`src/rtl/core/snpq_pkg.sv`:
```
// Shared constants and control types for the noise-shaped PWM quantizer.
package snpq_pkg;

    localparam int unsigned SAMPLE_W = 32;
    localparam int unsigned DUTY_W   = 16;
    localparam int unsigned SUM_W    = 36;   // sample + 2*e1 - e2 + dither, with headroom
    localparam int unsigned DRAW_W   = 21;   // widest dither draw (11-bit minimum resolution)
    localparam int unsigned Q_W      = 14;   // clamped quantizer level, signed
    localparam int unsigned RES_W    = 4;
    localparam int unsigned SHIFT_W  = 5;
    localparam int unsigned OP_W     = 2;

    localparam logic [31:0] LCG_MUL = 32'd1664525;
    localparam logic [31:0] LCG_ADD = 32'd1013904223;
    localparam logic [31:0] SEED_L  = 32'h12345678;
    localparam logic [31:0] SEED_R  = 32'h9e3779b9;

    localparam logic [RES_W-1:0] RES_MIN   = 4'd11;
    localparam logic [RES_W-1:0] RES_MAX   = 4'd13;
    localparam logic [RES_W-1:0] RES_RESET = 4'd12;

    localparam logic [OP_W-1:0] OP_STEREO = 2'd0;
    localparam logic [OP_W-1:0] OP_MONO   = 2'd1;
    localparam logic [OP_W-1:0] OP_CLEAR  = 2'd2;

    localparam logic REG_RES_BITS    = 1'b0;
    localparam logic REG_PASSTHROUGH = 1'b1;

    typedef struct packed {
        logic latch;        // capture the incoming transaction
        logic clear;        // return shaper state to reset values
        logic draw1;        // first LCG step, minuend draw
        logic draw2;        // second LCG step, subtrahend draw
        logic sum;          // form sample + feedback + dither
        logic commit;       // quantize, store error history
        logic load_shaped;  // load duty values into the output register
        logic load_raw;     // load raw upper sample bits into the output register
    } ctrl_cmd_t;

    typedef struct packed {
        logic passthrough;
    } ctrl_status_t;

    typedef struct packed {
        logic clear;
        logic draw1;
        logic draw2;
        logic sum;
        logic commit;
    } lane_cmd_t;

endpackage

```
`src/rtl/core/snpq_ctrl.sv`:
```
// Sequencer for the quantizer: accepts transactions and steps the datapath.
module snpq_ctrl import snpq_pkg::*; (
    input  logic             aclk,
    input  logic             aresetn,
    input  logic             s_tvalid,
    output logic             s_tready,
    input  logic [OP_W-1:0]  s_op,
    output logic             m_tvalid,
    input  logic             m_tready,
    input  ctrl_status_t     status,
    output ctrl_cmd_t        cmd
);

    localparam logic [2:0] ST_IDLE  = 3'd0;
    localparam logic [2:0] ST_DRAW1 = 3'd1;
    localparam logic [2:0] ST_DRAW2 = 3'd2;
    localparam logic [2:0] ST_SUM   = 3'd3;
    localparam logic [2:0] ST_QUANT = 3'd4;
    localparam logic [2:0] ST_EMIT  = 3'd5;

    logic [2:0] state_reg, state_next;
    logic       m_tvalid_reg, m_tvalid_next;
    logic       out_free;

    assign out_free = !m_tvalid_reg || m_tready;
    assign s_tready = (state_reg == ST_IDLE);
    assign m_tvalid = m_tvalid_reg;

    always_comb begin
        state_next = state_reg;
        cmd        = '0;
        case (state_reg)
            ST_IDLE: begin
                if (s_tvalid) begin
                    cmd.latch = 1'b1;
                    case (s_op)
                        OP_CLEAR: cmd.clear = 1'b1;
                        OP_STEREO, OP_MONO: begin
                            state_next = status.passthrough ? ST_EMIT : ST_DRAW1;
                        end
                        default: ;  // unused code: drop
                    endcase
                end
            end
            ST_DRAW1: begin
                cmd.draw1  = 1'b1;
                state_next = ST_DRAW2;
            end
            ST_DRAW2: begin
                cmd.draw2  = 1'b1;
                state_next = ST_SUM;
            end
            ST_SUM: begin
                cmd.sum    = 1'b1;
                state_next = ST_QUANT;
            end
            ST_QUANT: begin
                // hold the shaper state until the output register has room
                if (out_free) begin
                    cmd.commit      = 1'b1;
                    cmd.load_shaped = 1'b1;
                    state_next      = ST_IDLE;
                end
            end
            ST_EMIT: begin
                if (out_free) begin
                    cmd.load_raw = 1'b1;
                    state_next   = ST_IDLE;
                end
            end
            default: state_next = ST_IDLE;
        endcase
    end

    always_comb begin
        m_tvalid_next = m_tvalid_reg;
        if (cmd.load_shaped || cmd.load_raw) begin
            m_tvalid_next = 1'b1;
        end else if (m_tready) begin
            m_tvalid_next = 1'b0;
        end
    end

    always_ff @(posedge aclk) begin
        if (!aresetn) begin
            state_reg    <= ST_IDLE;
            m_tvalid_reg <= 1'b0;
        end else begin
            state_reg    <= state_next;
            m_tvalid_reg <= m_tvalid_next;
        end
    end

endmodule

```
`src/rtl/core/snpq_lane.sv`:
```
// One channel of the shaper: LCG dither, error feedback, rounding and clamp.
module snpq_lane import snpq_pkg::*; (
    input  logic                aclk,
    input  logic                aresetn,
    input  logic [31:0]         seed_init,
    input  lane_cmd_t           cmd,
    input  logic                enable,
    input  logic [SAMPLE_W-1:0] x,
    input  logic [SHIFT_W-1:0]  shift,
    input  logic [DRAW_W-1:0]   mask,
    input  logic [Q_W-1:0]      half,
    output logic [DUTY_W-1:0]   duty
);

    logic [31:0]         seed_reg, seed_next;
    logic [31:0]         prev_reg, prev_next;
    logic [31:0]         older_reg, older_next;
    logic [DRAW_W-1:0]   a_reg, b_reg;
    logic [SUM_W-1:0]    y_reg;
    logic [31:0]         lcg;
    logic [SUM_W-1:0]    y_sum;
    logic [SUM_W-1:0]    t;
    logic signed [SUM_W-1:0] q_full;
    logic signed [SUM_W-1:0] q_hi, q_lo;
    logic [Q_W-1:0]      q;
    logic [31:0]         err;

    assign lcg = 32'(seed_reg * LCG_MUL) + LCG_ADD;

    assign y_sum = {{4{x[31]}}, x}
                 + {{3{prev_reg[31]}}, prev_reg, 1'b0}
                 - {{4{older_reg[31]}}, older_reg}
                 + {{(SUM_W-DRAW_W){1'b0}}, a_reg}
                 - {{(SUM_W-DRAW_W){1'b0}}, b_reg};

    // round half up: add half a step, then floor by arithmetic shift
    assign t      = y_reg + (SUM_W'(1) << (shift - SHIFT_W'(1)));
    assign q_full = $signed(t) >>> shift;
    assign q_hi   = $signed({{(SUM_W-Q_W){1'b0}}, half}) - SUM_W'(1);
    assign q_lo   = -$signed({{(SUM_W-Q_W){1'b0}}, half});

    always_comb begin
        if (q_full > q_hi) begin
            q = Q_W'(q_hi);
        end else if (q_full < q_lo) begin
            q = Q_W'(q_lo);
        end else begin
            q = q_full[Q_W-1:0];
        end
    end

    assign err  = y_reg[31:0] - ({{(32-Q_W){q[Q_W-1]}}, q} << shift);
    assign duty = {{(DUTY_W-Q_W){q[Q_W-1]}}, q} + {{(DUTY_W-Q_W){1'b0}}, half};

    always_comb begin
        seed_next  = seed_reg;
        prev_next  = prev_reg;
        older_next = older_reg;
        if (cmd.clear) begin
            seed_next  = seed_init;
            prev_next  = '0;
            older_next = '0;
        end else if (enable) begin
            if (cmd.draw1 || cmd.draw2) begin
                seed_next = lcg;
            end
            if (cmd.commit) begin
                older_next = prev_reg;
                prev_next  = err;
            end
        end
    end

    always_ff @(posedge aclk) begin
        if (!aresetn) begin
            seed_reg  <= seed_init;
            prev_reg  <= '0;
            older_reg <= '0;
        end else begin
            seed_reg  <= seed_next;
            prev_reg  <= prev_next;
            older_reg <= older_next;
        end
    end

    always_ff @(posedge aclk) begin
        if (cmd.draw1) begin
            a_reg <= lcg[DRAW_W-1:0] & mask;
        end
        if (cmd.draw2) begin
            b_reg <= lcg[DRAW_W-1:0] & mask;
        end
        if (cmd.sum) begin
            y_reg <= y_sum;
        end
    end

endmodule

```
`src/rtl/core/snpq_datapath.sv`:
```
// Datapath: configuration registers, sample capture, two shaper lanes, output register.
module snpq_datapath import snpq_pkg::*; (
    input  logic                aclk,
    input  logic                aresetn,
    input  logic                cfg_we,
    input  logic                cfg_addr,
    input  logic [RES_W-1:0]    cfg_wdata,
    input  logic [OP_W-1:0]     in_op,
    input  logic [SAMPLE_W-1:0] in_left,
    input  logic [SAMPLE_W-1:0] in_right,
    input  ctrl_cmd_t           cmd,
    output ctrl_status_t        status,
    output logic [DUTY_W-1:0]   chan_a_value,
    output logic [DUTY_W-1:0]   chan_b_value
);

    logic [RES_W-1:0]    res_bits_reg;
    logic                pass_reg;
    logic                stereo_reg;
    logic [SAMPLE_W-1:0] left_reg, right_reg;
    logic [DUTY_W-1:0]   chan_a_reg, chan_b_reg;
    logic [RES_W-1:0]    bits_eff;
    logic [SHIFT_W-1:0]  shift;
    logic [DRAW_W:0]     mask_full;
    logic [DRAW_W-1:0]   mask;
    logic [Q_W-1:0]      half;
    lane_cmd_t           lane_cmd;
    logic [DUTY_W-1:0]   duty_l, duty_r;

    always_ff @(posedge aclk) begin
        if (!aresetn) begin
            res_bits_reg <= RES_RESET;
            pass_reg     <= 1'b0;
        end else if (cfg_we) begin
            case (cfg_addr)
                REG_RES_BITS:    res_bits_reg <= cfg_wdata;
                REG_PASSTHROUGH: pass_reg     <= cfg_wdata[0];
                default: ;
            endcase
        end
    end

    assign status.passthrough = pass_reg;

    always_comb begin
        if (res_bits_reg < RES_MIN) begin
            bits_eff = RES_MIN;
        end else if (res_bits_reg > RES_MAX) begin
            bits_eff = RES_MAX;
        end else begin
            bits_eff = res_bits_reg;
        end
    end

    assign shift     = SHIFT_W'(6'd32 - {2'b00, bits_eff});
    assign mask_full = ((DRAW_W+1)'(1) << shift) - (DRAW_W+1)'(1);
    assign mask      = mask_full[DRAW_W-1:0];
    assign half      = Q_W'(1) << (bits_eff - RES_W'(1));

    always_ff @(posedge aclk) begin
        if (cmd.latch) begin
            stereo_reg <= (in_op == OP_STEREO);
            left_reg   <= in_left;
            right_reg  <= in_right;
        end
    end

    assign lane_cmd.clear  = cmd.clear;
    assign lane_cmd.draw1  = cmd.draw1;
    assign lane_cmd.draw2  = cmd.draw2;
    assign lane_cmd.sum    = cmd.sum;
    assign lane_cmd.commit = cmd.commit;

    snpq_lane u_lane_left (
        .aclk      (aclk),
        .aresetn   (aresetn),
        .seed_init (SEED_L),
        .cmd       (lane_cmd),
        .enable    (1'b1),
        .x         (left_reg),
        .shift     (shift),
        .mask      (mask),
        .half      (half),
        .duty      (duty_l)
    );

    // right lane advances only on stereo frames
    snpq_lane u_lane_right (
        .aclk      (aclk),
        .aresetn   (aresetn),
        .seed_init (SEED_R),
        .cmd       (lane_cmd),
        .enable    (stereo_reg),
        .x         (right_reg),
        .shift     (shift),
        .mask      (mask),
        .half      (half),
        .duty      (duty_r)
    );

    always_ff @(posedge aclk) begin
        if (cmd.load_shaped) begin
            chan_a_reg <= stereo_reg ? duty_r : duty_l;
            chan_b_reg <= duty_l;
        end else if (cmd.load_raw) begin
            chan_a_reg <= left_reg[31:16];
            chan_b_reg <= stereo_reg ? right_reg[31:16] : left_reg[31:16];
        end
    end

    assign chan_a_value = chan_a_reg;
    assign chan_b_value = chan_b_reg;

endmodule

```
`src/rtl/core/stereo_noise_shaped_pwm_quantizer.sv`:
```
// Top level of the stereo noise-shaped PWM quantizer.
// Outside passthrough, each stereo or mono frame is shaped with second-order
// error feedback and TPDF dither, rounded to the programmed PWM resolution
// (11 to 13 bits, clamped) and returned as offset-binary duty values: channel A
// carries right (or mono), channel B left (or mono); passthrough returns the raw
// upper sample bits, channel A left, channel B right (or mono). Both channels run
// in parallel lanes; a shaped frame passes capture, two chained LCG steps, the
// feedback sum and the quantize step, which waits for output register room.
// The output register lets a new frame in while the previous result still waits.
// Configuration writes take effect at once and do not reset the shaper.
module stereo_noise_shaped_pwm_quantizer import snpq_pkg::*; (
    input  logic        aclk,
    input  logic        aresetn,
    input  logic        cfg_we,
    input  logic        cfg_addr,
    input  logic [3:0]  cfg_wdata,
    input  logic        s_tvalid,
    output logic        s_tready,
    input  logic [63:0] s_tdata,   // left_sample [31:0], right_sample [63:32]
    input  logic [1:0]  s_tuser,   // op [1:0]
    output logic        m_tvalid,
    input  logic        m_tready,
    output logic [31:0] m_tdata    // chan_a_value [15:0], chan_b_value [31:16]
);

    ctrl_cmd_t    cmd;
    ctrl_status_t status;

    snpq_ctrl u_ctrl (
        .aclk     (aclk),
        .aresetn  (aresetn),
        .s_tvalid (s_tvalid),
        .s_tready (s_tready),
        .s_op     (s_tuser),
        .m_tvalid (m_tvalid),
        .m_tready (m_tready),
        .status   (status),
        .cmd      (cmd)
    );

    snpq_datapath u_datapath (
        .aclk         (aclk),
        .aresetn      (aresetn),
        .cfg_we       (cfg_we),
        .cfg_addr     (cfg_addr),
        .cfg_wdata    (cfg_wdata),
        .in_op        (s_tuser),
        .in_left      (s_tdata[31:0]),
        .in_right     (s_tdata[63:32]),
        .cmd          (cmd),
        .status       (status),
        .chan_a_value (m_tdata[15:0]),
        .chan_b_value (m_tdata[31:16])
    );

endmodule
```
`config.mk`:
```
export PLATFORM = sky130hd
export DESIGN_NAME = stereo_noise_shaped_pwm_quantizer
export DESIGN_NICKNAME = d
export VERILOG_FILES = /design/src/rtl/core/snpq_pkg.sv /design/src/rtl/core/snpq_ctrl.sv /design/src/rtl/core/snpq_lane.sv /design/src/rtl/core/snpq_datapath.sv /design/src/rtl/core/stereo_noise_shaped_pwm_quantizer.sv
export SDC_FILE = /design/constraint.sdc
export NUM_CORES = 2
export LEC_CHECK = 0
export BUFFER_PORTS_ARGS = -buffer_cell sky130_fd_sc_hd__buf_2
export CORE_ASPECT_RATIO = 2
export CORE_MARGIN = 1
export CORE_UTILIZATION = 40
export DETAILED_ROUTE_END_ITERATION = 10
export PLACE_DENSITY_LB_ADDON = 0.1
export REMOVE_ABC_BUFFERS = 1
export SYNTH_ARGS = -nofsm -noshare
export SYNTH_HDL_FRONTEND = slang
export SYNTH_HIERARCHICAL = 1
export SYNTH_SLANG_ARGS = --single-unit
```
`constraint.sdc`:
```
create_clock -name aclk -period 30.2 [get_ports aclk]
set_input_delay 1.51 -clock aclk [delete_from_list [all_inputs] [get_ports aclk]]
set_output_delay 1.51 -clock aclk [all_outputs]
set_load 0.01 [all_outputs]
```
==> metrics.cfg <==
[outcome]
violations = max-capacitance violations
outcome = finished with violations

[hold_path]
holdCritStartpoint = u_datapath/u_lane_left/prev_reg[25]$_SDFFE_PP0P_
hp-class = reg2reg
hold_path_end = u_datapath/u_lane_left/older_reg[25]$_SDFFE_PP0P_
hold-path-cell-count = 2

[cells_and_area]
nets = 7441
syn_to_final_growth_pct = 7.954
final_cell_area_um2 = 57260
final_cell_mix = inv_1 (757), ha_1 (633), nand2_1 (621)
drive_above_1_share = 0.06308
final_common_cell = inv_1
post-route-util = 0.4363
nFillCells = 13450

[yosys]
async_reset_ff_frac = 0
synthCells = 6413
yosysSeqAreaShare = 0.2187
synth_area_um2 = 53040
post_synth_num_cell_types = 135
yosys_warnings = 6
synth_edf_count = 295
syn_area_per_cell_um2 = 8.271
yosys_most_used_dff = edfxtp_1
ys_seq_elements = 432

[setup_path]
r2r-start = u_datapath/res_bits_reg[3]$_SDFFE_PN1P_
start_kind = register
ff2ff_setup_slack_ps = 16070
cp_max_fo = 52
rr_endpoint = u_datapath/u_lane_left/prev_reg[31]$_SDFFE_PP0P_
crit_arrival_ps = 14580
cp-end-kind = register
crit_required_ps = 30650
worst-setup-path-type = reg2reg
crit_top_cell = ha_1
rr_worst_depth = 48
slowest_stage = nor4_1
slowest_delay_ps = 900

[sta]
period_needed_ps = 14130
tns_ps = 0
fmax_ghz = 0.07077
rsz0062_at_grt = no
skew_ps = 21.36
tightest_slew_ps = 1478
relSlewSlack = 0.01153
timing.final.crit_share = 0.4679
drv_slew = 0
final-setup-viol-count = 0
finalHoldViolCount = 0

[global_routing]
grt.total_usage = 0.2931
grt_pass1_wl_mm = 297.1
antenna_found_initial = 6
grt_pass1_vias = 48480
grt_max_degree = 74
overflow = 0

[route]
via_per_inst = 5.817
wl_per_cell_um = 23.96
wl_mm = 197.8
vias = 48030
drt_pre_antenna_iters = 9
ant_nets = 0
drt_iter0_drc = 3365
drc = 0

[floorplanning]
coreArea_um2 = 131300
die_w_um = 259.5
io_pins = 110
die_h_um = 517.0
design.die.area_um2 = 134200
num_rows = 188
initial_core_util = 0.4041

[placement]
gp_congestion = 1.031
placed_area_um2 = 55610
io_buffers = 109
hpwl_mm = 160.2

[clock_tree]
clock-sinks = 432
cts_tree = built
cts_resized = 0
clockBufferDepth = 3
clk_latency_ps = 610
clkTransAtPathRegs_ps = 60
cts_setup_buffers = 0
htreeDepth = 2
cts_buffers = 48
hold_buffers = 0
cts_root_buffer = clkbuf_16

[run]
max_cap_violations = 1

## area by class of cell
| type | instances | area, um^2 | area share |
|---|---|---|---|
| diodes | 1 | 2.502 | 0.00004370 |
| inverters | 770 | 2897 | 0.05058 |
| flip-flops and latches | 432 | 11600 | 0.2026 |
| well taps | 1710 | 2140 | 0.03736 |
| repair buffers | 162 | 943.4 | 0.01648 |
| clock buffers | 64 | 1386 | 0.02421 |
| clock inverters | 25 | 259.0 | 0.004523 |
| multi-input cells | 5094 | 38030 | 0.6642 |
## how the worst max path moves through the flow
stage	startpoint	to	slack, ps	cells after the start
after floorplan	u_datapath/res_bits_reg[3]$_SDFFE_PN1P_	u_datapath/u_lane_left/prev_reg[31]$_SDFFE_PP0P_	14640	49
after global placement	u_datapath/res_bits_reg[3]$_SDFFE_PN1P_	u_datapath/u_lane_left/prev_reg[31]$_SDFFE_PP0P_	16470	47
after detailed placement	u_datapath/res_bits_reg[3]$_SDFFE_PN1P_	u_datapath/u_lane_left/prev_reg[31]$_SDFFE_PP0P_	16480	48
after CTS	u_datapath/res_bits_reg[3]$_SDFFE_PN1P_	u_datapath/u_lane_left/prev_reg[31]$_SDFFE_PP0P_	16410	49
after global routing	u_datapath/res_bits_reg[3]$_SDFFE_PN1P_	u_datapath/u_lane_left/prev_reg[31]$_SDFFE_PP0P_	15360	49
final	u_datapath/res_bits_reg[3]$_SDFFE_PN1P_	u_datapath/u_lane_left/prev_reg[31]$_SDFFE_PP0P_	16070	48
## kinds of logic (layout without fill, tap and decap cells)
kind of cell,count (synthesis),count (layout),share of synthesized area
DFF,432,432,0.2187
adders and majority gates,857,857,0.2339
muxes,153,153,0.03387
and+or+nand+nor,1882,1882,0.1667
AOI/OAI and AO/OA,1732,1732,0.2179
xor gates and xnor gates,325,325,0.05366
other,2,146,0.0001416
buffers and inverters,1030,1021,0.07520
## layer usage
metal	routed length, um	GRT usage	vias to the layer above
met4	14050	0.1845	2
li1	-	-	22820
met1	73480	0.3180	23200
met3	8441	0.03069	570
met5	17	0	-
met2	101800	0.5380	1447
## synth_stat cells (all sizes together) (72+ instances only)
| library cell | n | area, um^2 |
|---|---|---|
| a21o | 145 | 1089 |
| nand3 | 111 | 560.5 |
| nand2 | 623 | 2338 |
| edfxtp | 295 | 8859 |
| ha | 633 | 7920 |
| nor2 | 514 | 1948 |
| xor2 | 88 | 770.7 |
| o21a | 72 | 540.5 |
| o21ai | 315 | 1577 |
| nor3 | 142 | 738.2 |
| a211oi | 78 | 603.1 |
| xnor2 | 237 | 2076 |
| fa | 224 | 4484 |
| mux2i | 109 | 1095 |
| clkbuf | 199 | 747.0 |
| inv | 766 | 2875 |
| a21oi | 528 | 2669 |
| dfxtp | 137 | 2743 |
## critical path, delay by kind of cell, from the launching register on
| family | cells | cell delay (ps) |
|---|---|---|
| compound gates | 20 | 5180 |
| xor+xnor | 3 | 820 |
| fa+ha+maj | 5 | 1640 |
| buf+inv | 6 | 1860 |
| flops | 1 | 360 |
| mux | 1 | 250 |
| simple gates | 13 | 3810 |
## stage by stage
step           hold slack [ps]  std cells  setup WS, ps
2_1_floorplan            431.9       6296         14640
3_3_place_gp             450.4       8168         16470
3_5_place_dp             461.3       8168         16480
4_1_cts                  471.4       8257         16410
5_1_grt                  481.1       8258         15360
6_report                 462.0       8258         16070
Power is left out: the tool's default activity adds up to more than one toggle a clock period on the data nets, which glitch-free logic cannot reach.
